[src/design/softmax_argmax_classifier_head_core_macros.svh]
// Assertion macros shared by the softmax/argmax head RTL.
// Used by the files that carry concurrent checks; needs no other file.
`ifndef SOFTMAX_ARGMAX_CLASSIFIER_HEAD_CORE_MACROS_SVH
`define SOFTMAX_ARGMAX_CLASSIFIER_HEAD_CORE_MACROS_SVH
`ifndef SYNTHESIS
// Consequent checked in the same cycle as the antecedent
`define SMAX_ASSERT_SAME(label, clk, rst, ante, cons) \
   label: assert property (@(posedge clk) disable iff (rst) (ante) |-> (cons)) \
      else $error("smax assertion failed");
// Consequent checked in the cycle after the antecedent
`define SMAX_ASSERT_NEXT(label, clk, rst, ante, cons) \
   label: assert property (@(posedge clk) disable iff (rst) (ante) |=> (cons)) \
      else $error("smax assertion failed");
`else
`define SMAX_ASSERT_SAME(label, clk, rst, ante, cons)
`define SMAX_ASSERT_NEXT(label, clk, rst, ante, cons)
`endif
`endif

[src/design/smax_pkg.sv]
// Package for the softmax/argmax head: widths, constants, state and link types,
// and the elaboration-time builder for the exponent fraction table. No dependencies.
`default_nettype none

package smax_pkg;

   // Defaults for the top-level parameters
   localparam int MAX_CLASSES_DEFAULT     = 16;
   localparam int EXP_TABLE_DEPTH_DEFAULT = 256;

   // Field and datapath widths
   localparam int LOGIT_W     = 16;
   localparam int EXP_W       = 17;
   localparam int PROB_W      = 16;
   localparam int CLASS_OUT_W = 4;
   localparam int CSR_W       = 5;
   localparam int MAG_W       = 13;
   localparam int Y_W         = 30;
   localparam int FRAC_W      = 24;
   localparam int K_W         = Y_W - FRAC_W;
   localparam int QUOT_BITS   = 17;

   // Constants of the arithmetic
   localparam logic [CSR_W-1:0]        CLASS_COUNT_RESET = 5'd11;
   localparam logic [16:0]             LOG2E_Q16         = 17'd94548;
   localparam logic signed [LOGIT_W:0] EXP_CUTOFF        = -17'sd4096;

   typedef enum logic [2:0] {
      CTL_LOAD,
      CTL_EXP_READ,
      CTL_EXP_START,
      CTL_EXP_WAIT,
      CTL_DIV_READ,
      CTL_DIV_START,
      CTL_DIV_WAIT,
      CTL_EMIT
   } ctl_state_type;

   typedef enum logic [1:0] {
      EXP_IDLE,
      EXP_MUL,
      EXP_IDX,
      EXP_ROUND
   } exp_state_type;

   typedef struct packed {
      logic                      start;
      logic signed [LOGIT_W:0]   diff;
   } exp_req_type;

   typedef struct packed {
      logic             done;
      logic [EXP_W-1:0] value;
   } exp_rsp_type;

   typedef struct packed {
      logic             start;
      logic [EXP_W-1:0] dividend;
   } div_req_type;

   typedef struct packed {
      logic              done;
      logic [PROB_W-1:0] quotient;
   } div_rsp_type;

   // Integer square root, bit-pair method
   function automatic logic [63:0] isqrt64(input logic [63:0] x_in);
      logic [63:0] x;
      logic [63:0] r;
      logic [63:0] bitv;
      x    = x_in;
      r    = 64'd0;
      bitv = 64'd1 << 62;
      for (int j = 0; j < 32; j++) begin
         if (x >= r + bitv) begin
            x = x - (r + bitv);
            r = (r >> 1) + bitv;
         end else begin
            r = r >> 1;
         end
         bitv = bitv >> 2;
      end
      return r;
   endfunction

   // One table entry: 2^(-q / 2^32) in Q1.16, from the Q0.32 fraction q
   function automatic logic [EXP_W-1:0] exp_frac_value(input logic [63:0] q);
      logic [63:0] root;
      logic [63:0] v;
      logic [63:0] rounded;
      root = isqrt64(64'd1 << 63);
      v    = 64'd1 << 32;
      for (int b = 1; b <= 32; b++) begin
         if (b > 1) begin
            root = isqrt64(root << 32);
         end
         if (q[32-b]) begin
            v = (v * root + (64'd1 << 31)) >> 32;
         end
      end
      rounded = (v + 64'd32768) >> 16;
      return rounded[EXP_W-1:0];
   endfunction

endpackage

`default_nettype wire

[src/design/smax_ram.sv]
// Generic single-write, single-read RAM with registered read data.
// Uses smax_pkg for its default sizes.
`default_nettype none

module smax_ram #(
   parameter int WIDTH = smax_pkg::LOGIT_W,
   parameter int DEPTH = smax_pkg::MAX_CLASSES_DEFAULT
) (
   input  logic                     clock,
   input  logic                     wr_en,
   input  logic [$clog2(DEPTH)-1:0] wr_addr,
   input  logic [WIDTH-1:0]         wr_data,
   input  logic [$clog2(DEPTH)-1:0] rd_addr,
   output logic [WIDTH-1:0]         rd_data
);

   logic [WIDTH-1:0] mem_ff [DEPTH];
   logic [WIDTH-1:0] rd_data_ff;

   // Write port and registered read port
   always_ff @(posedge clock) begin
      if (wr_en) begin
         mem_ff[wr_addr] <= wr_data;
      end
      rd_data_ff <= mem_ff[rd_addr];
   end

   assign rd_data = rd_data_ff;

endmodule

`default_nettype wire

[config.mk]
export PLATFORM = sky130hd
export DESIGN_NAME = smax_ram
export DESIGN_NICKNAME = d
export VERILOG_FILES = /design/src/design/softmax_argmax_classifier_head_core_macros.svh /design/src/design/smax_pkg.sv /design/src/design/smax_ram.sv
export SDC_FILE = /design/constraint.sdc
export NUM_CORES = 1
export LEC_CHECK = 0
export BUFFER_PORTS_ARGS = -buffer_cell sky130_fd_sc_hd__buf_2
export CORE_MARGIN = 10
export CORE_UTILIZATION = 35
export CTS_BUF_LIST = sky130_fd_sc_hd__clkbuf_8 sky130_fd_sc_hd__clkbuf_16
export CTS_CLUSTER_SIZE = 16
export DETAILED_ROUTE_END_ITERATION = 8
export SLEW_MARGIN = 30
export SYNTH_ARGS = -nofsm -noshare
export SYNTH_HDL_FRONTEND = slang
export SYNTH_SLANG_ARGS = --single-unit
[constraint.sdc]
create_clock -name clock -period 4.8 [get_ports clock]
set_input_delay 0.24 -clock clock [delete_from_list [all_inputs] [get_ports clock]]
set_output_delay 0.24 -clock clock [all_outputs]
set_load 0.005 [all_outputs]
==> impl_summary.md, run 1 <==
Floorplanning
The die width is 189 µm. The area of the die is 35900 µm². The die is 189 µm tall.

The initial core utilization is 35.9%. The placeable core region is 28000 µm². In this run the core area contains 61 standard-cell rows. 42 I/O pins were placed.

Placement
Routability-driven placement finished with a final weighted congestion of 0.716. The worst slack at placement is 2.28 ns. The count of buffers inserted at the top-level ports is 41. Summing all placed instances gives a cell area of 10800 µm². The HPWL after detailed placement is 11700 µm.

Setup path
The endpoint identified for the worst register-to-register timing path is rd_data[6]. The count of cells along the worst register-to-register path is 3. The largest single stage delay on the critical path is 0.59 ns. Traced cell by cell, the critical path runs through buf_6 > buf_4 > mux4_1 > a22oi_1 > nand2_1. The largest fanout on the critical path is 49. STA classifies the critical path startpoint as an input port. The setup check on the worst reg-to-reg path leaves a slack of 3.49 ns. The source of the worst register-to-register timing path is mem_ff[9][6]. The slowest stage of the critical path belongs to the cell sky130_fd_sc_hd__mux4_1. The required time of the worst setup path is 5.21 ns. The arrival time reported for the critical path endpoint is 2.07 ns. STA classifies the critical path endpoint as a register. The critical path is of the in -> reg type.

GRT
The number of global-route vias before repair is 4902. The number of antenna violations at the first check in global routing is 0. The aggregate global routing overflow is 0.

The global-route wire length before repair is 31700 µm. For this run, the total global-route usage over all layers was measured as 11.7%. Entering global routing, the biggest net connects 50 pins.

Clocking
The root buffer selected by CTS is sky130_fd_sc_hd__clkbuf_16. In this run the post-CTS setup repair buffer count came out at 0. In this run, post-CTS repair resized a total of 0 instances. The H-tree depth is 1. The longest clock path from root to sink contains 3 buffers.

The TritonCTS clock tree is yes. The insertion delay of the later-clocked pin in the worst-skew pair is 0.52 ns. The clock net in this run drives a total of 272 sinks. After clock tree synthesis, the clock-pin slew on the worst setup and hold paths is 0.06 ns. The number of buffers created by CTS is 27. The hold-fix buffer count after cts is 0.

Drt
The routed design uses 1480 µm of met3 wire. The detail-routed via count per cell is 5.07. In the detailed route, the total length drawn on met2 is 9840 µm.

The number of vias in the routed layout is 4566. The highest routed metal layer is met4. The final routed DRC violation total is 0. The total wirelength of the detailed-routed design is 21300 µm. The routed length on met1 is 9630 µm. For this run, the detailed router's first-pass iteration total came to 4. The final routed wire length divided by cell count is 23.6 µm. The first-iteration detailed-routing DRC count is 518. The remaining antenna violation count after routing is 0.

Logic synthesis
The average instance in the mapped netlist occupies 23.2 µm². The simple-gate share of the synthesized area is 1.92%. After synthesis, the share of cell area in mux cells is 14.7%. The Yosys step of the flow raised 0 warnings. The most frequently used flop master after synthesis is sky130_fd_sc_hd__edfxtp_1.

The dominant combinational cell family by area after synthesis is multiplexers. Of all cell types, the one taking the most synthesized area is sky130_fd_sc_hd__edfxtp_1. After synthesis, flip-flops and latches occupy 79.7% of the total area. The post-synthesis cell count is 432. The dominant cell by count in the synthesized netlist is sky130_fd_sc_hd__edfxtp_1. The compound-cell area share of the yosys netlist is 2.39%. The synthesized design contains 256 enable-type register cells.

In the synthesized netlist, the cells that appear most often are sky130_fd_sc_hd__edfxtp_1 (256), sky130_fd_sc_hd__mux4_2 (54), sky130_fd_sc_hd__a22oi_1 (32). Counting flops and latches in the post-synthesis netlist gives 272. The post-synthesis share of cell area spent on full adders, half adders and majority gates is 0%. The count of unique library cells instantiated by Yosys is 19. Sorting the synthesized cells by area gives the leading types as sky130_fd_sc_hd__edfxtp_1 (77%), sky130_fd_sc_hd__mux4_2 (12%), sky130_fd_sc_hd__dfxtp_1 (3.2%). The parity-gate share of the synthesized area counting xor and xnor cells is 0%.

The post-synthesis cell area is 10000 µm². The post-synthesis async set-or-reset flop share is 0%. The top cell type's share of synthesized area is 76.5%. The number of nets handed over by synthesis was 458.

Hold path
The critical hold path startpoint is wr_data[9]. For hold timing, the worst endpoint is mem_ff[5][9]. The path class of the tightest hold or removal check is in -> reg. The number of instances on the worst hold path is 1.

Finish
After routing the design area is 11600 µm². Across the whole layout, storage elements account for 8010 µm². The layout has 2443 filler cells.

The signed area change from the synthesized netlist to the final layout is 15.8%. The multi-input combinational cells in the finished layout cover a total of 1960 µm². The number of nets in the layout is 528. In the final layout, the share of cells above drive strength 1 is 33.0%.

Timing
The final-layout setup total negative slack is 0 ns. Headroom to the max-slew limit came out at 54.1%. At the pin with the least slew margin, the transition time is 0.687 ns.

In the finished design, the share of the clock period the worst path needs comes to 34.6%. The post-route minimum period is 1.66 ns. The number of hold violations in the final report is 0. Setup violations remaining at the end of the flow were counted as 0.

Static timing analysis puts the maximum clock frequency at 0.601 GHz. Setup repair after global routing left no endpoint under its margin. Setup slack closes at 3.14 ns. The max-slew violation count is 0. The worst-case clock skew is 0.00610 ns.

Job
Across the run, the number of max-cap violations was 0.

Power
The leakage power of the design is 3.77 nW. Dividing total power by cell area gives a power density of 414 nW/µm². VDD sags by at most 0.000239 V. The power consumption is 4.82 mW.

Outcome
The flow ran to the end, and the final reports show no timing, DRC or antenna violations.
-- worst max-delay path, delay by kind of cell --
kind	cells	cell delay, ns
simple gates	1	0.06
compound gates	1	0.18
mux	1	0.59
buf+inv	2	0.95
-- final cells by class --
cell class,count,share of cell area [%]
Antenna cell,1,0.0215
Clock buffer,28,5.93
Clock inverter,21,1.04
Multi-Input combinational cell,139,16.9
Sequential cell,272,68.9
Tap cell,378,4.07
Timing Repair Buffer,62,3.20
-- power by group --
part	internal (mW)	total, mW	switching [mW]	leakage (nW)
sequential	2.65	2.67	0.0157	2.45
combinational	0.0960	0.227	0.131	0.901
clock	1.09	1.92	0.831	0.422
-- layer usage --
layer / global-route usage, % / up-vias
li1: - / 1979
met1: 16.7 / 2426
met2: 18.4 / 135
met3: 2.08 / 26
met4: 2.69 / 0
met5: 0 / -
-- how the worst max path moves through the flow --
stage,from,to,slack (ns),cells after the start
floorplan,wr_addr[2],mem_ff[0][0],2.50,2
detailed placement,rd_addr[0],rd_data[9],2.28,5
global route,rd_addr[0],rd_data[8],2.93,5
finish,rd_addr[0],rd_data[9],3.14,5
CTS,rd_addr[0],rd_data[9],2.82,5
global placement,rd_addr[0],rd_data[9],2.28,5
-- cells by family (layout without fill, tap and decap cells) --
logic type      count (synthesis)  count (layout)
simple gates                   43              43
mux                            64              64
other cells                     0               1
buf+inv                        21             111
flops                         272             272
compound gates                 32              32
-- through the flow --
step	hold WS (ns)	std cells	utilization, %
CTS	0.0718	900	41.5
floorplan	0.339	432	-
global placement	0.599	851	38.6
detailed placement	0.620	851	38.6
finish	0.0905	901	41.5
global route	0.0863	900	41.5
-- flip-flops by register name, summed over array words and instances (netlist names) --
| signal | count |
|---|---|
| rd_data | 16 |
| mem_ff | 256 |
-- placed cells by master (no fill, tap or decap), types with 4 or more instances in the layout --
| master | Yosys | layout |
|---|---|---|
| sky130_fd_sc_hd__inv_1 | 0 | 6 |
| sky130_fd_sc_hd__clkinv_2 | 0 | 7 |
| sky130_fd_sc_hd__a22oi_1 | 32 | 32 |
| sky130_fd_sc_hd__clkinv_1 | 0 | 5 |
| sky130_fd_sc_hd__nand2_1 | 17 | 17 |
| sky130_fd_sc_hd__buf_4 | 3 | 22 |
| sky130_fd_sc_hd__clkbuf_16 | 0 | 27 |
| sky130_fd_sc_hd__buf_2 | 3 | 39 |
| sky130_fd_sc_hd__nor3_2 | 0 | 4 |
| sky130_fd_sc_hd__mux4_1 | 10 | 10 |
| sky130_fd_sc_hd__mux4_2 | 54 | 54 |
| sky130_fd_sc_hd__edfxtp_1 | 256 | 256 |
| sky130_fd_sc_hd__nor2_2 | 0 | 12 |
| sky130_fd_sc_hd__dfxtp_1 | 16 | 16 |
Note: power is estimated with default switching activity, not from simulation.
==> run 2, diff against run 1 <==
- clock period: 4.8 -> 1.5 ns (I/O delays scaled with it)
==> run 2 against run 1 <==
Effect of this change:
- sequential cell count stayed put
- sequential share of layout area fell by 2.9 points
- die area is the same
- final cell count grew 2.9%
- global-route usage shrank 0.20 points
- worst hold slack gained 0.064 ns
- non-clock buffer count increased by 24
- largest power group unchanged
==> impl_summary.md, run 2 (synthesized netlist as in run 1, its figures left out) <==
Hold path
The path category of the worst min-delay check is in -> reg. The number of instances on the worst hold path was 4 (+3).

Finish
The share of post-route cells with drive strength above 1 is 32.3% (-0.65 points). The register area is 8010 µm² (unchanged). Compared with the post-synthesis result, the final layout area differs by 20.9%. In the layout the commonest cells are sky130_fd_sc_hd__edfxtp_1 (256), sky130_fd_sc_hd__mux4_2 (54), sky130_fd_sc_hd__buf_2 (40). The register with the highest flop count is mem_ff. The number of nets in the layout is 553 (+4.7%). The final design area excluding fillers is 12100 µm² (+4.5%).

The non-filler instance count after layout is 927 (+2.9%). The most common cell after layout, fill and taps aside is sky130_fd_sc_hd__edfxtp_1. The layout filler cell count is 2398 (-1.8%). The flip-flop count of the largest register after layout came to 256 (unchanged).

The combined area of the multi-input logic cells is 1980 µm² (+0.89%).

Setup path
Traced cell by cell, the critical path runs through mux4_1 > a22oi_1 > nand2_1. The largest fanout on the critical path is 1 (-98%). The delay of the slowest critical-path stage is 0.50 ns (-0.09 ns).

The count of cells along the worst register-to-register path is 3 (unchanged). The worst setup path is launched from a register. The arrival time reported for the critical path endpoint was 1.80 ns (-0.27 ns). The worst setup path is captured at a register. The slowest stage of the critical path is the sky130_fd_sc_hd__mux4_1 cell. The critical path in this run is classified as reg -> reg. The required time of the worst setup path was 1.90 ns (-3.31 ns).

Floorplanning
The number of placement rows was 61 (unchanged). The placeable core region is 28000 µm² (unchanged). The initial core utilization was 35.9% (unchanged). The area of the die is 35900 µm² (unchanged).

The boundary pin count is 42 (unchanged). The die width is 189 µm (unchanged). The die height is 189 µm (unchanged).

Timing
The final critical-path share of the clock period is 93.1%. The peak clock frequency supported by timing is 0.716 GHz. The total of endpoints with negative setup slack in the final report came to 0 (unchanged). The worst-margin pin slew is 0.917 ns (+0.230 ns). The normalized max-slew margin is 38.7% (-15 points). The worst-case clock skew was 0.0137 ns (+0.00756 ns). The clock period could shrink to 1.40 ns. The max-slew violation count is 0 (unchanged). The number of hold violations in the final report came to 0 (unchanged).

Setup repair after global routing left no endpoint under its margin. The final-layout setup total negative slack is 0 ns (unchanged). The minimum hold slack is 0.154 ns (+0.0638 ns).

GRT
The number of antenna violations at the first check in global routing was 1 (+1). The number of global-route vias before repair is 5039 (+2.8%). The aggregate global routing overflow is 0 (unchanged). The pin count of the biggest net entering global routing is 42 (-16%). The overall routing resource usage is 11.5% (-0.20 points). The global-route wire length before repair is 31500 µm (-0.85%).

Placement
The count of buffers inserted at the top-level ports is 41 (unchanged). The final RePlAce weighted congestion came to 0.707 (-1.2%). The number of cells after detailed placement came to 859 (+0.94%). The placed standard-cell area is 11200 µm² (+3.3%).

The HPWL after detailed placement is 11600 µm (-0.90%).

Outcome
The run finished with clean final reports.

Drt
The first-iteration detailed-routing DRC count came to 445 (-14%). The detail-routed via count per cell is 5.02 (-1.0%). The final routed DRC violation total is 0 (unchanged).

The total wirelength of the detailed-routed design is 20700 µm (-2.7%). The first-pass detailed-route iteration total is 4 (unchanged). The final routed wire length divided by cell count is 22.3 µm (-5.4%).

The number of vias in the routed layout was 4651 (+1.9%). The remaining antenna violation count after routing is 0 (unchanged).

Clocking
The clock sink total is 272 (unchanged). The H-tree depth was 1 (unchanged). CTS placed an instance of sky130_fd_sc_hd__clkbuf_16 at the clock tree root. The insertion delay of the later-clocked pin in the worst-skew pair is 0.53 ns (about the same). The buffer count from post-CTS setup fixing is 0 (unchanged). TritonCTS built the clock tree. The buffer depth of the longest clock path came to 3 (unchanged). The clock-pin slew reported for the worst setup and hold paths after clock tree synthesis came to 0.06 ns (about the same). The number of buffers created by CTS came to 28 (+3.7%).

Power
The worst voltage drop across the vdd grid came to 0.000813 V (+240%). The power consumption is 15.5 mW (+220%). The power density over cell area was 1270 nW/µm² (+210%). The leakage power of the design came to 3.98 nW (+5.6%).

Job
The max-cap check violation count is 0 (unchanged).
==> run 2: worst paths after layout <==
check           startpoint    endpoint  slack (ns)
max           mem_ff[9][9]  rd_data[9]        0.10
min             rd_addr[2]  rd_data[3]        0.15
max reg2reg   mem_ff[9][9]  rd_data[9]        0.10
min reg2reg  mem_ff[14][4]  rd_data[4]        0.67
==> run 2: area by class of cell <==
| class | instances | share of cell area (%) |
|---|---|---|
| antenna | 1 | 0.0206 |
| clock buffer | 29 | 5.97 |
| clock inverter | 22 | 0.793 |
| multi-input combinational | 139 | 16.3 |
| sequential | 272 | 65.9 |
| tap | 378 | 3.89 |
| timing repair buffer | 86 | 7.09 |
==> run 2: stage by stage <==
| step | setup WS, ns | util [%] |
|---|---|---|
| finish | 0.104 | 43.4 |
| detailed placement | -0.0822 | 39.8 |
| global route | 0.0730 | 43.4 |
| global placement | -0.0727 | 39.8 |
| floorplan | -0.210 | - |
| CTS | 0.0867 | 43.4 |
==> run 2: repair_timing <==
action | CTS | global route
hold buffers | 16 | 0
resized for setup | 0 | 0
hold endpoints to repair | 256 | 0
==> run 2: layer usage <==
metal	GRT usage [%]	vias to the layer above	part of all wire [%]
li1	-	2036	-
met1	15.8	2475	45
met2	18.2	110	48
met3	2.59	30	5.6
met4	2.96	0	2.1
met5	0	-	0
==> run 2: critical path, delay by kind of cell (launching register included) <==
kind               cells  cell delay (ns)
AOI/OAI and AO/OA      1             0.28
muxes                  1             0.50
and+or+nand+nor        1             0.12
DFF                    1             0.36
==> run 2: power by group <==
part	internal [mW]	leakage, nW	switching [mW]
clock	3.46	0.450	2.63
combinational	0.386	1.08	0.437
sequential	8.50	2.45	0.0490
total	12.3	3.98	3.11
