`config.mk`:
```
export PLATFORM = sky130hd
export DESIGN_NAME = smax_div_unit
export DESIGN_NICKNAME = d
export VERILOG_FILES = /design/src/design/softmax_argmax_classifier_head_core_macros.svh /design/src/design/smax_pkg.sv /design/src/design/smax_div_unit.sv
export SDC_FILE = /design/constraint.sdc
export NUM_CORES = 1
export LEC_CHECK = 0
export BUFFER_PORTS_ARGS = -buffer_cell sky130_fd_sc_hd__buf_2
export CORE_MARGIN = 1.5
export CORE_UTILIZATION = 53
export CTS_BUF_LIST = sky130_fd_sc_hd__clkbuf_4 sky130_fd_sc_hd__clkbuf_8
export CTS_CLUSTER_DIAMETER = 100
export CTS_CLUSTER_SIZE = 24
export DETAILED_ROUTE_END_ITERATION = 6
export PLACE_DENSITY = 0.74
export SYNTH_ARGS = -nofsm -noshare
export SYNTH_HDL_FRONTEND = slang
export SYNTH_SLANG_ARGS = --single-unit
```
`constraint.sdc`:
```
create_clock -name clock -period 3.7 [get_ports clock]
set_input_delay 0.37 -clock clock [delete_from_list [all_inputs] [get_ports clock]]
set_output_delay 0.37 -clock clock [all_outputs]
set_load 0.1 [all_outputs]
```
`src/design/softmax_argmax_classifier_head_core_macros.svh`:
```
// Assertion macros shared by the softmax/argmax head RTL.
// Used by the files that carry concurrent checks; needs no other file.
`ifndef SOFTMAX_ARGMAX_CLASSIFIER_HEAD_CORE_MACROS_SVH
`define SOFTMAX_ARGMAX_CLASSIFIER_HEAD_CORE_MACROS_SVH
`ifndef SYNTHESIS
// Consequent checked in the same cycle as the antecedent
`define SMAX_ASSERT_SAME(label, clk, rst, ante, cons) \
   label: assert property (@(posedge clk) disable iff (rst) (ante) |-> (cons)) \
      else $error("smax assertion failed");
// Consequent checked in the cycle after the antecedent
`define SMAX_ASSERT_NEXT(label, clk, rst, ante, cons) \
   label: assert property (@(posedge clk) disable iff (rst) (ante) |=> (cons)) \
      else $error("smax assertion failed");
`else
`define SMAX_ASSERT_SAME(label, clk, rst, ante, cons)
`define SMAX_ASSERT_NEXT(label, clk, rst, ante, cons)
`endif
`endif

```
`src/design/smax_pkg.sv`:
```
// Package for the softmax/argmax head: widths, constants, state and link types,
// and the elaboration-time builder for the exponent fraction table. No dependencies.
`default_nettype none

package smax_pkg;

   // Defaults for the top-level parameters
   localparam int MAX_CLASSES_DEFAULT     = 16;
   localparam int EXP_TABLE_DEPTH_DEFAULT = 256;

   // Field and datapath widths
   localparam int LOGIT_W     = 16;
   localparam int EXP_W       = 17;
   localparam int PROB_W      = 16;
   localparam int CLASS_OUT_W = 4;
   localparam int CSR_W       = 5;
   localparam int MAG_W       = 13;
   localparam int Y_W         = 30;
   localparam int FRAC_W      = 24;
   localparam int K_W         = Y_W - FRAC_W;
   localparam int QUOT_BITS   = 17;

   // Constants of the arithmetic
   localparam logic [CSR_W-1:0]        CLASS_COUNT_RESET = 5'd11;
   localparam logic [16:0]             LOG2E_Q16         = 17'd94548;
   localparam logic signed [LOGIT_W:0] EXP_CUTOFF        = -17'sd4096;

   typedef enum logic [2:0] {
      CTL_LOAD,
      CTL_EXP_READ,
      CTL_EXP_START,
      CTL_EXP_WAIT,
      CTL_DIV_READ,
      CTL_DIV_START,
      CTL_DIV_WAIT,
      CTL_EMIT
   } ctl_state_type;

   typedef enum logic [1:0] {
      EXP_IDLE,
      EXP_MUL,
      EXP_IDX,
      EXP_ROUND
   } exp_state_type;

   typedef struct packed {
      logic                      start;
      logic signed [LOGIT_W:0]   diff;
   } exp_req_type;

   typedef struct packed {
      logic             done;
      logic [EXP_W-1:0] value;
   } exp_rsp_type;

   typedef struct packed {
      logic             start;
      logic [EXP_W-1:0] dividend;
   } div_req_type;

   typedef struct packed {
      logic              done;
      logic [PROB_W-1:0] quotient;
   } div_rsp_type;

   // Integer square root, bit-pair method
   function automatic logic [63:0] isqrt64(input logic [63:0] x_in);
      logic [63:0] x;
      logic [63:0] r;
      logic [63:0] bitv;
      x    = x_in;
      r    = 64'd0;
      bitv = 64'd1 << 62;
      for (int j = 0; j < 32; j++) begin
         if (x >= r + bitv) begin
            x = x - (r + bitv);
            r = (r >> 1) + bitv;
         end else begin
            r = r >> 1;
         end
         bitv = bitv >> 2;
      end
      return r;
   endfunction

   // One table entry: 2^(-q / 2^32) in Q1.16, from the Q0.32 fraction q
   function automatic logic [EXP_W-1:0] exp_frac_value(input logic [63:0] q);
      logic [63:0] root;
      logic [63:0] v;
      logic [63:0] rounded;
      root = isqrt64(64'd1 << 63);
      v    = 64'd1 << 32;
      for (int b = 1; b <= 32; b++) begin
         if (b > 1) begin
            root = isqrt64(root << 32);
         end
         if (q[32-b]) begin
            v = (v * root + (64'd1 << 31)) >> 32;
         end
      end
      rounded = (v + 64'd32768) >> 16;
      return rounded[EXP_W-1:0];
   endfunction

endpackage

`default_nettype wire

```
`src/design/smax_div_unit.sv`:
```
// Bit-serial restoring divider: (dividend << 16) / divisor, one quotient bit
// per cycle, saturated to 16 bits. Depends on smax_pkg.
`default_nettype none

module smax_div_unit #(
   parameter int SUM_W = smax_pkg::EXP_W + $clog2(smax_pkg::MAX_CLASSES_DEFAULT)
) (
   input  logic                  clock,
   input  logic                  reset,
   input  smax_pkg::div_req_type div_req,
   input  logic [SUM_W-1:0]      divisor,
   output smax_pkg::div_rsp_type div_rsp
);

   localparam int QUOT_BITS = smax_pkg::QUOT_BITS;
   localparam int CNT_W     = $clog2(QUOT_BITS);
   localparam int PROB_W    = smax_pkg::PROB_W;

   logic                 busy_ff;
   logic                 done_ff;
   logic [CNT_W-1:0]     cnt_ff;
   logic [SUM_W-1:0]     rem_ff;
   logic [QUOT_BITS-1:0] num_ff;
   logic [QUOT_BITS-1:0] quot_ff;

   logic [SUM_W:0] trial;
   logic [SUM_W:0] diff;
   logic           qbit;

   // Trial subtraction for the current quotient bit
   always_comb begin
      trial = {rem_ff, num_ff[QUOT_BITS-1]};
      diff  = trial - {1'b0, divisor};
      qbit  = (trial >= {1'b0, divisor});
   end

   // Control: run for one quotient bit per cycle
   always_ff @(posedge clock) begin
      if (reset) begin
         busy_ff <= 1'b0;
         done_ff <= 1'b0;
         cnt_ff  <= '0;
      end else begin
         done_ff <= 1'b0;
         if (div_req.start) begin
            busy_ff <= 1'b1;
            cnt_ff  <= '0;
         end else if (busy_ff) begin
            cnt_ff <= cnt_ff + 1'b1;
            if (cnt_ff == CNT_W'(QUOT_BITS - 1)) begin
               busy_ff <= 1'b0;
               done_ff <= 1'b1;
            end
         end
      end
   end

   // Remainder, numerator and quotient shift registers
   always_ff @(posedge clock) begin
      if (div_req.start) begin
         rem_ff  <= SUM_W'(div_req.dividend >> 1);
         num_ff  <= {div_req.dividend[0], {(QUOT_BITS - 1){1'b0}}};
         quot_ff <= '0;
      end else if (busy_ff) begin
         rem_ff  <= qbit ? diff[SUM_W-1:0] : trial[SUM_W-1:0];
         num_ff  <= num_ff << 1;
         quot_ff <= {quot_ff[QUOT_BITS-2:0], qbit};
      end
   end

   assign div_rsp.done     = done_ff;
   assign div_rsp.quotient = quot_ff[QUOT_BITS-1] ? {PROB_W{1'b1}} : quot_ff[PROB_W-1:0];

endmodule

`default_nettype wire

```
==> summary.md, run 1 <==
| Metric | Value |
|---|---|
| PostCTS Resize Cnt | `0` |
| CP max stage cell | `a211oi_4` |
| Latest clock arrival within the worst-skew pair | `0.30 ns` |
| Worst slew pin tran | `0.717 ns` |
| Critical path required time | `3.76 ns` |
| Flip-flop and latch count after synthesis | `46` |
| Largest net degree at the start of global routing | `38` |
| Post-synth EDFFs | `17` |
| Initial antenna violation count | `0` |
| Proportion of synthesized area in mux cells | `10.9%` |
| Worst Hold Class | `in -> reg` |
| CTS Hold Bufs | `0` |
| Count of pins over their slew limit | `0` |
| Crit path cell chain | `inv_1, ha_1, inv_1, fa_1, a21o_1, a22oi_1, a211oi_2, o21a_1, a211oi_4, buf_4, o21ai_0, mux2_2` |
| Internal | `1.08 mW` |
| Comb power frac | `38.9%` |
| Crit share post-route | `91.0%` |
| Clock Skew | `0.00346 ns` |
| Clk slew on worst S/H paths | `0.09 ns` |
| CTS buffer count | `5` |
| Synth Area in Compound Gates | `16.5%` |
| Htree depth | `2` |
| Final-report hold violation count | `0` |
| Placeable core area | `0.00592 mm2` |
| Yosys warns | `0` |
| Max Clock Freq | `297 MHz` |
| RSZ-0062 raised after global routing | `no` |
| Most common cell after layout, fill and taps aside | `buf_2` |
| Synthesized area | `0.00325 mm2` |
| Initial DRC Count | `135` |
| Register area share after synthesis | `33.6%` |
| Synth Net Count | `431` |
| Register area | `0.00109 mm2` |
| Post-route setup TNS | `0 ns` |
| DR vias | `2702` |
| Slowest stage delay, CP | `0.51 ns` |
| Net Sw Frac | `33.9%` |
| Pre-antenna DRT Iters | `4` |
| All-Layer GR Usage | `21.5%` |
| Post-synth cell types | `51` |
| HPWL after DPL | `4.91 mm` |
| Vias in the first global route | `2509` |
| Power per cell area | `440 mW/mm2` |
| Reg power frac | `37.3%` |
| Crit path arrival time | `3.43 ns` |
| Leakage power | `1.79 nW` |
| Ports | `58` |
| Critical path peak fanout | `12` |
| Status | `finished, final reports clean` |
| Slew headroom | `52.2%` |
| Commonest cells after routing, fill and taps aside | `buf_2 (57), nor2_1 (41), inv_1 (31), dfxtp_1 (29), ha_1 (23)` |
| Max IR drop VDD | `279 uV` |
| Global route total overflow | `0` |
| Die X | `81.3 um` |
| Worst setup path class | `reg -> reg` |
| Buffers on Ports | `57` |
| Post-DR wirelength/cell | `13.5 um` |
| Initial Util | `54.9%` |
| Worst path most repeated cell | `inv_1` |
| Multi-input logic area | `0.00195 mm2` |
| Post-layout nets | `482` |
| Adder-cell share of the synthesized area | `9.47%` |
| Worst Setup Start Kind | `flip-flop` |
| Pwr Total | `1.63 mW` |
| Clk network pwr share | `23.8%` |
| Final wirelength | `6.64 mm` |
| Routability cong. | `0.837` |
| Largest family of logic cells by synthesized area | `simple AND/OR/NAND/NOR gates` |
| Post-Syn Instances | `366` |
| ANT cells | `0` |
| Synth Area in Simple Gates | `17.1%` |
| Post-synth top flop | `dfxtp_1` |
| Final setup viols | `0` |
| Max Root-Sink Buffers | `2` |
| Chip height | `81.3 um` |
| Remaining antenna violation count after routing | `0` |
| Number of fillers in the final layout | `529` |
| Clk root buf | `clkbuf_8` |
| CP Capture Type | `flip-flop` |
| Post-CTS setup buffers | `0` |
| DR vias/cell | `5.48` |
| MaxCap Viol Count | `0` |
| Num rows | `28` |
| Min cycle time layout | `3.37 ns` |
| First-pass GRT wire length | `11.1 mm` |
| CTS tree | `yes` |
| Die Area | `0.00661 mm2` |
| Mean Syn Cell Area | `8.88 um2` |
| DRC viols | `0` |
| Layout cell share with drive strength beyond 1 | `26.1%` |
| Area growth from synthesis to layout | `13.7%` |
| Xor/xnor share of the synthesized area | `5.93%` |
| Clock sink count | `46` |
| Switching Power | `0.553 mW` |
| Async set or reset register ratio after synthesis | `0%` |
[registers in the layout (all words and copies together), names as in the netlist]
signal	flops
cnt_ff	5
busy_ff	1
done_ff	1
num_ff	1
quot_ff	17
rem_ff	21
[through the flow]
stage | util [%] | area [um2] | hold WS [ns] | cells | setup WS, ns
after global placement | 60.6 | 3590 | 0.491 | 485 | 0.463
after global routing | 62.5 | 3700 | 0.223 | 493 | 0.0722
after CTS | 62.5 | 3700 | 0.220 | 493 | 0.350
after floorplan | - | 3250 | 0.442 | 366 | 0.800
final | 62.5 | 3700 | 0.226 | 493 | 0.332
after detailed placement | 60.6 | 3590 | 0.502 | 485 | 0.344
[power by group through the flow]
stage	registers (mW)	clock network, mW	logic, mW
after floorplan	0.609	0	0.513
after global placement	0.618	0	0.617
after detailed placement	0.620	0	0.630
after CTS	0.608	0.399	0.634
after global routing	0.614	0.419	0.705
final	0.608	0.387	0.633
[Yosys cell counts (11+ instances only)]
master | instances | area share, %
nor2_1 | 41 | 4.7
inv_1 | 31 | 3.6
dfxtp_1 | 29 | 18
ha_1 | 23 | 8.8
mux2i_1 | 22 | 6.8
nand2_1 | 22 | 2.5
or2_2 | 20 | 3.8
edfxtp_1 | 17 | 16
a21oi_1 | 16 | 2.5
clkbuf_1 | 13 | 1.5
o21ai_1 | 12 | 1.8
xnor2_1 | 12 | 3.2
mux2_2 | 11 | 3.8
[kinds of logic (layout without fill, tap and decap cells)]
family	Yosys count	in the layout
and+or+nand+nor	113	113
AOI/OAI and AO/OA	77	77
buffers and inverters	50	102
DFF	46	46
muxes	34	34
adders and majority gates	24	24
xor gates and xnor gates	22	22
[final cells by class]
class,count,share of cell area (%)
Clock buffer,6,2.06
Tap cell,75,2.54
Sequential cell,46,29.5
Clock inverter,2,0.981
Timing Repair Buffer,63,8.93
Inverter,31,3.15
Multi-Input combinational cell,270,52.8
[routing by layer]
metal | part of all wire (%) | up-vias | routed length, um | GRT usage [%]
met4 | 1.0 | 0 | 67 | 5.34
li1 | - | 1383 | - | -
met2 | 47 | 68 | 3120 | 37.6
met3 | 4.8 | 5 | 322 | 3.71
met5 | 0 | - | 0 | 0
met1 | 47 | 1246 | 3130 | 27.4
[final timing paths]
path,from,to,slack [ns],cells past startpoint
max,num_ff[16],rem_ff[3],0.33,12
min,reset,busy_ff,0.23,2
max reg2reg,num_ff[16],rem_ff[3],0.33,12
min reg2reg,rem_ff[19],rem_ff[19],0.51,2
[worst max-delay path: cells and delay by family (launching register included)]
kind	cells	cell delay, ns
adders and majority gates	2	0.55
buffers and inverters	3	0.42
AOI/OAI and AO/OA	6	1.51
muxes	1	0.26
DFF	1	0.40
Note: power is estimated with default switching activity, not from simulation.
==> inputs of run 2 (changes only) <==
- PLACE_DENSITY: 0.74 -> 0.76
==> run 2 against run 1 <==
Compared with the run above:
- register-to-register slack better by 0.21 ns
- sequential power about the same
- via count down 1.4%
- clock-buffer cell count shrank 1
- core utilization shrank 0.25 points
- critical endpoint is now rem_ff[15]
- largest power group unchanged
==> summary.md, run 2 (synthesized netlist as in run 1, its figures left out) <==
| Metric | Value |
|---|---|
| Final wirelength | `6.56 mm (was 6.64 mm)` |
| Max IR drop VDD | `224 uV (was 279 uV)` |
| HPWL after DPL | `4.78 mm (was 4.91 mm)` |
| Layout cell share with drive strength beyond 1 | `25.7% (was 26.1%)` |
| Net Sw Frac | `34.3% (was 33.9%)` |
| CP Launch Point | `num_ff[16] (unchanged)` |
| Worst slew pin tran | `0.691 ns (was 0.717 ns)` |
| RSZ-0062 raised after global routing | `no (unchanged)` |
| Post-layout nets | `480 (was 482)` |
| Post-route setup TNS | `0 ns (unchanged)` |
| Max Clock Freq | `316 MHz (was 297 MHz)` |
| Worst Hold Class | `in -> reg (unchanged)` |
| Biggest regs | `rem_ff x21, quot_ff x17, cnt_ff x5 (unchanged)` |
| Initial antenna violation count | `0 (unchanged)` |
| Post-CTS setup buffers | `0 (unchanged)` |
| Clk network pwr share | `23.8% (about the same)` |
| Crit path arrival time | `3.30 ns (was 3.43 ns)` |
| DR vias | `2665 (was 2702)` |
| All-Layer GR Usage | `21.3% (was 21.5%)` |
| Vias in the first global route | `2499 (was 2509)` |
| Placeable core area | `0.00592 mm2 (unchanged)` |
| Post-Layout Cell Count | `491 (was 493)` |
| Power per cell area | `439 mW/mm2 (was 440 mW/mm2)` |
| CTS tree | `yes (unchanged)` |
| DR vias/cell | `5.43 (was 5.48)` |
| Most common cell after layout, fill and taps aside | `buf_2 (unchanged)` |
| Initial Util | `54.9% (unchanged)` |
| PostCTS Resize Cnt | `0 (unchanged)` |
| Critical path peak fanout | `20 (was 12)` |
| Buffers on Ports | `57 (unchanged)` |
| Max Root-Sink Buffers | `2 (unchanged)` |
| CTS buffer count | `5 (unchanged)` |
| Global route total overflow | `0 (unchanged)` |
| Clock sink count | `46 (unchanged)` |
| Clk root buf | `clkbuf_8 (unchanged)` |
| Internal | `1.06 mW (was 1.08 mW)` |
| Critical Path End | `rem_ff[15] (was rem_ff[3])` |
| Crit share post-route | `85.4% (was 91.0%)` |
| CP Capture Type | `flip-flop (unchanged)` |
| Worst r2r path cells | `13 (was 12)` |
| Latest clock arrival within the worst-skew pair | `0.30 ns (about the same)` |
| Pre-antenna DRT Iters | `4 (unchanged)` |
| Final-report hold violation count | `0 (unchanged)` |
| Ports | `58 (unchanged)` |
| DRC viols | `0 (unchanged)` |
| Pwr Total | `1.62 mW (was 1.63 mW)` |
| Count of pins over their slew limit | `0 (unchanged)` |
| MaxCap Viol Count | `0 (unchanged)` |
| Htree depth | `2 (unchanged)` |
| Min cycle time layout | `3.16 ns (was 3.37 ns)` |
| Commonest cells after routing, fill and taps aside | `buf_2 (57), nor2_1 (41), inv_1 (31), dfxtp_1 (29), ha_1 (23) (unchanged)` |
| Routability cong. | `0.801 (was 0.837)` |
| Critical path required time | `3.84 ns (was 3.76 ns)` |
| Remaining antenna violation count after routing | `0 (unchanged)` |
| Switching Power | `0.556 mW (was 0.553 mW)` |
| R2r setup slk | `0.54 ns (was 0.33 ns)` |
| First-pass GRT wire length | `11.1 mm (about the same)` |
| Die Area | `0.00661 mm2 (unchanged)` |
| Final worst slack | `0.539 ns (was 0.332 ns)` |
| Chip height | `81.3 um (unchanged)` |
| Post-DR wirelength/cell | `13.4 um (was 13.5 um)` |
| Leakage power | `1.78 nW (was 1.79 nW)` |
| Number of fillers in the final layout | `515 (was 529)` |
| Die X | `81.3 um (unchanged)` |
| R2r startpoint | `num_ff[16] (unchanged)` |
| Max reg flops | `21 (unchanged)` |
| Largest Register | `rem_ff (unchanged)` |
| Area growth from synthesis to layout | `13.3% (was 13.7%)` |
| CTS Hold Bufs | `0 (unchanged)` |
| Slew headroom | `53.9% (was 52.2%)` |
| ANT cells | `0 (unchanged)` |
| Comb power frac | `38.5% (was 38.9%)` |
| Placed Instances | `483 (was 485)` |
| DP Worst Slack | `0.556 ns (was 0.344 ns)` |
| Clk slew on worst S/H paths | `0.09 ns (about the same)` |
| Status | `finished, final reports clean (unchanged)` |
| Initial DRC Count | `102 (was 135)` |
| Worst setup path class | `reg -> reg (unchanged)` |
| Clock Skew | `0.00961 ns (was 0.00346 ns)` |
| Worst flop-to-flop path endpoint | `rem_ff[15] (was rem_ff[3])` |
| Worst Setup Start Kind | `flip-flop (unchanged)` |
| Num rows | `28 (unchanged)` |
| Largest net degree at the start of global routing | `36 (was 38)` |
| Final setup viols | `0 (unchanged)` |
| Reg power frac | `37.7% (was 37.3%)` |
-- run 2: cell type report --
cell class	count	area (um2)	share of cell area (%)
multi-input combinational	270	1950	53.1
sequential	46	1090	29.6
timing repair buffer	61	315	8.56
inverter	31	116	3.16
tap	75	93.8	2.55
clock buffer	5	68.8	1.87
clock inverter	3	43.8	1.19
-- run 2: power by group through the flow --
stage | registers [mW] | logic [mW] | clock network (mW)
after floorplan | 0.609 | 0.513 | 0
after global placement | 0.619 | 0.606 | 0
after detailed placement | 0.622 | 0.616 | 0
after CTS | 0.610 | 0.621 | 0.400
after global routing | 0.616 | 0.693 | 0.417
final | 0.610 | 0.623 | 0.385
-- run 2: metrics by stage --
| stage | cell area, um2 | util (%) | hold WS [ns] |
|---|---|---|---|
| 2_1_floorplan | 3250 | - | 0.442 |
| 3_3_place_gp | 3570 | 60.3 | 0.494 |
| 3_5_place_dp | 3570 | 60.3 | 0.503 |
| 4_1_cts | 3680 | 62.2 | 0.218 |
| 6_report | 3680 | 62.2 | 0.229 |
| 5_1_grt | 3680 | 62.2 | 0.223 |
-- run 2: worst max-delay path, stage by stage (launching register included) --
cell,delay [ns]
edfxtp_1,0.39
inv_1,0.07
ha_1,0.14
inv_1,0.06
fa_1,0.40
a21o_1,0.21
a22oi_1,0.23
a211oi_2,0.14
o21a_1,0.27
a211oi_4,0.28
buf_4,0.28
nor3b_1,0.07
mux2_2,0.29
a221oi_2,0.16
-- run 2: routing by layer --
metal | global-route usage [%] | part of all wire, % | vias up
met2 | 36.1 | 47 | 46
met1 | 28.5 | 49 | 1242
li1 | - | - | 1371
met5 | 0 | 0 | -
met3 | 3.48 | 3.3 | 6
met4 | 4.66 | 0.87 | 0
-- run 2: how the worst min path moves through the flow --
stage,start,end,depth (start not counted)
after global placement,rem_ff[17],rem_ff[17],2
after global routing,reset,busy_ff,2
after CTS,reset,busy_ff,2
after detailed placement,quot_ff[15],quot_ff[15],2
final,reset,busy_ff,2
after floorplan,reset,busy_ff,1
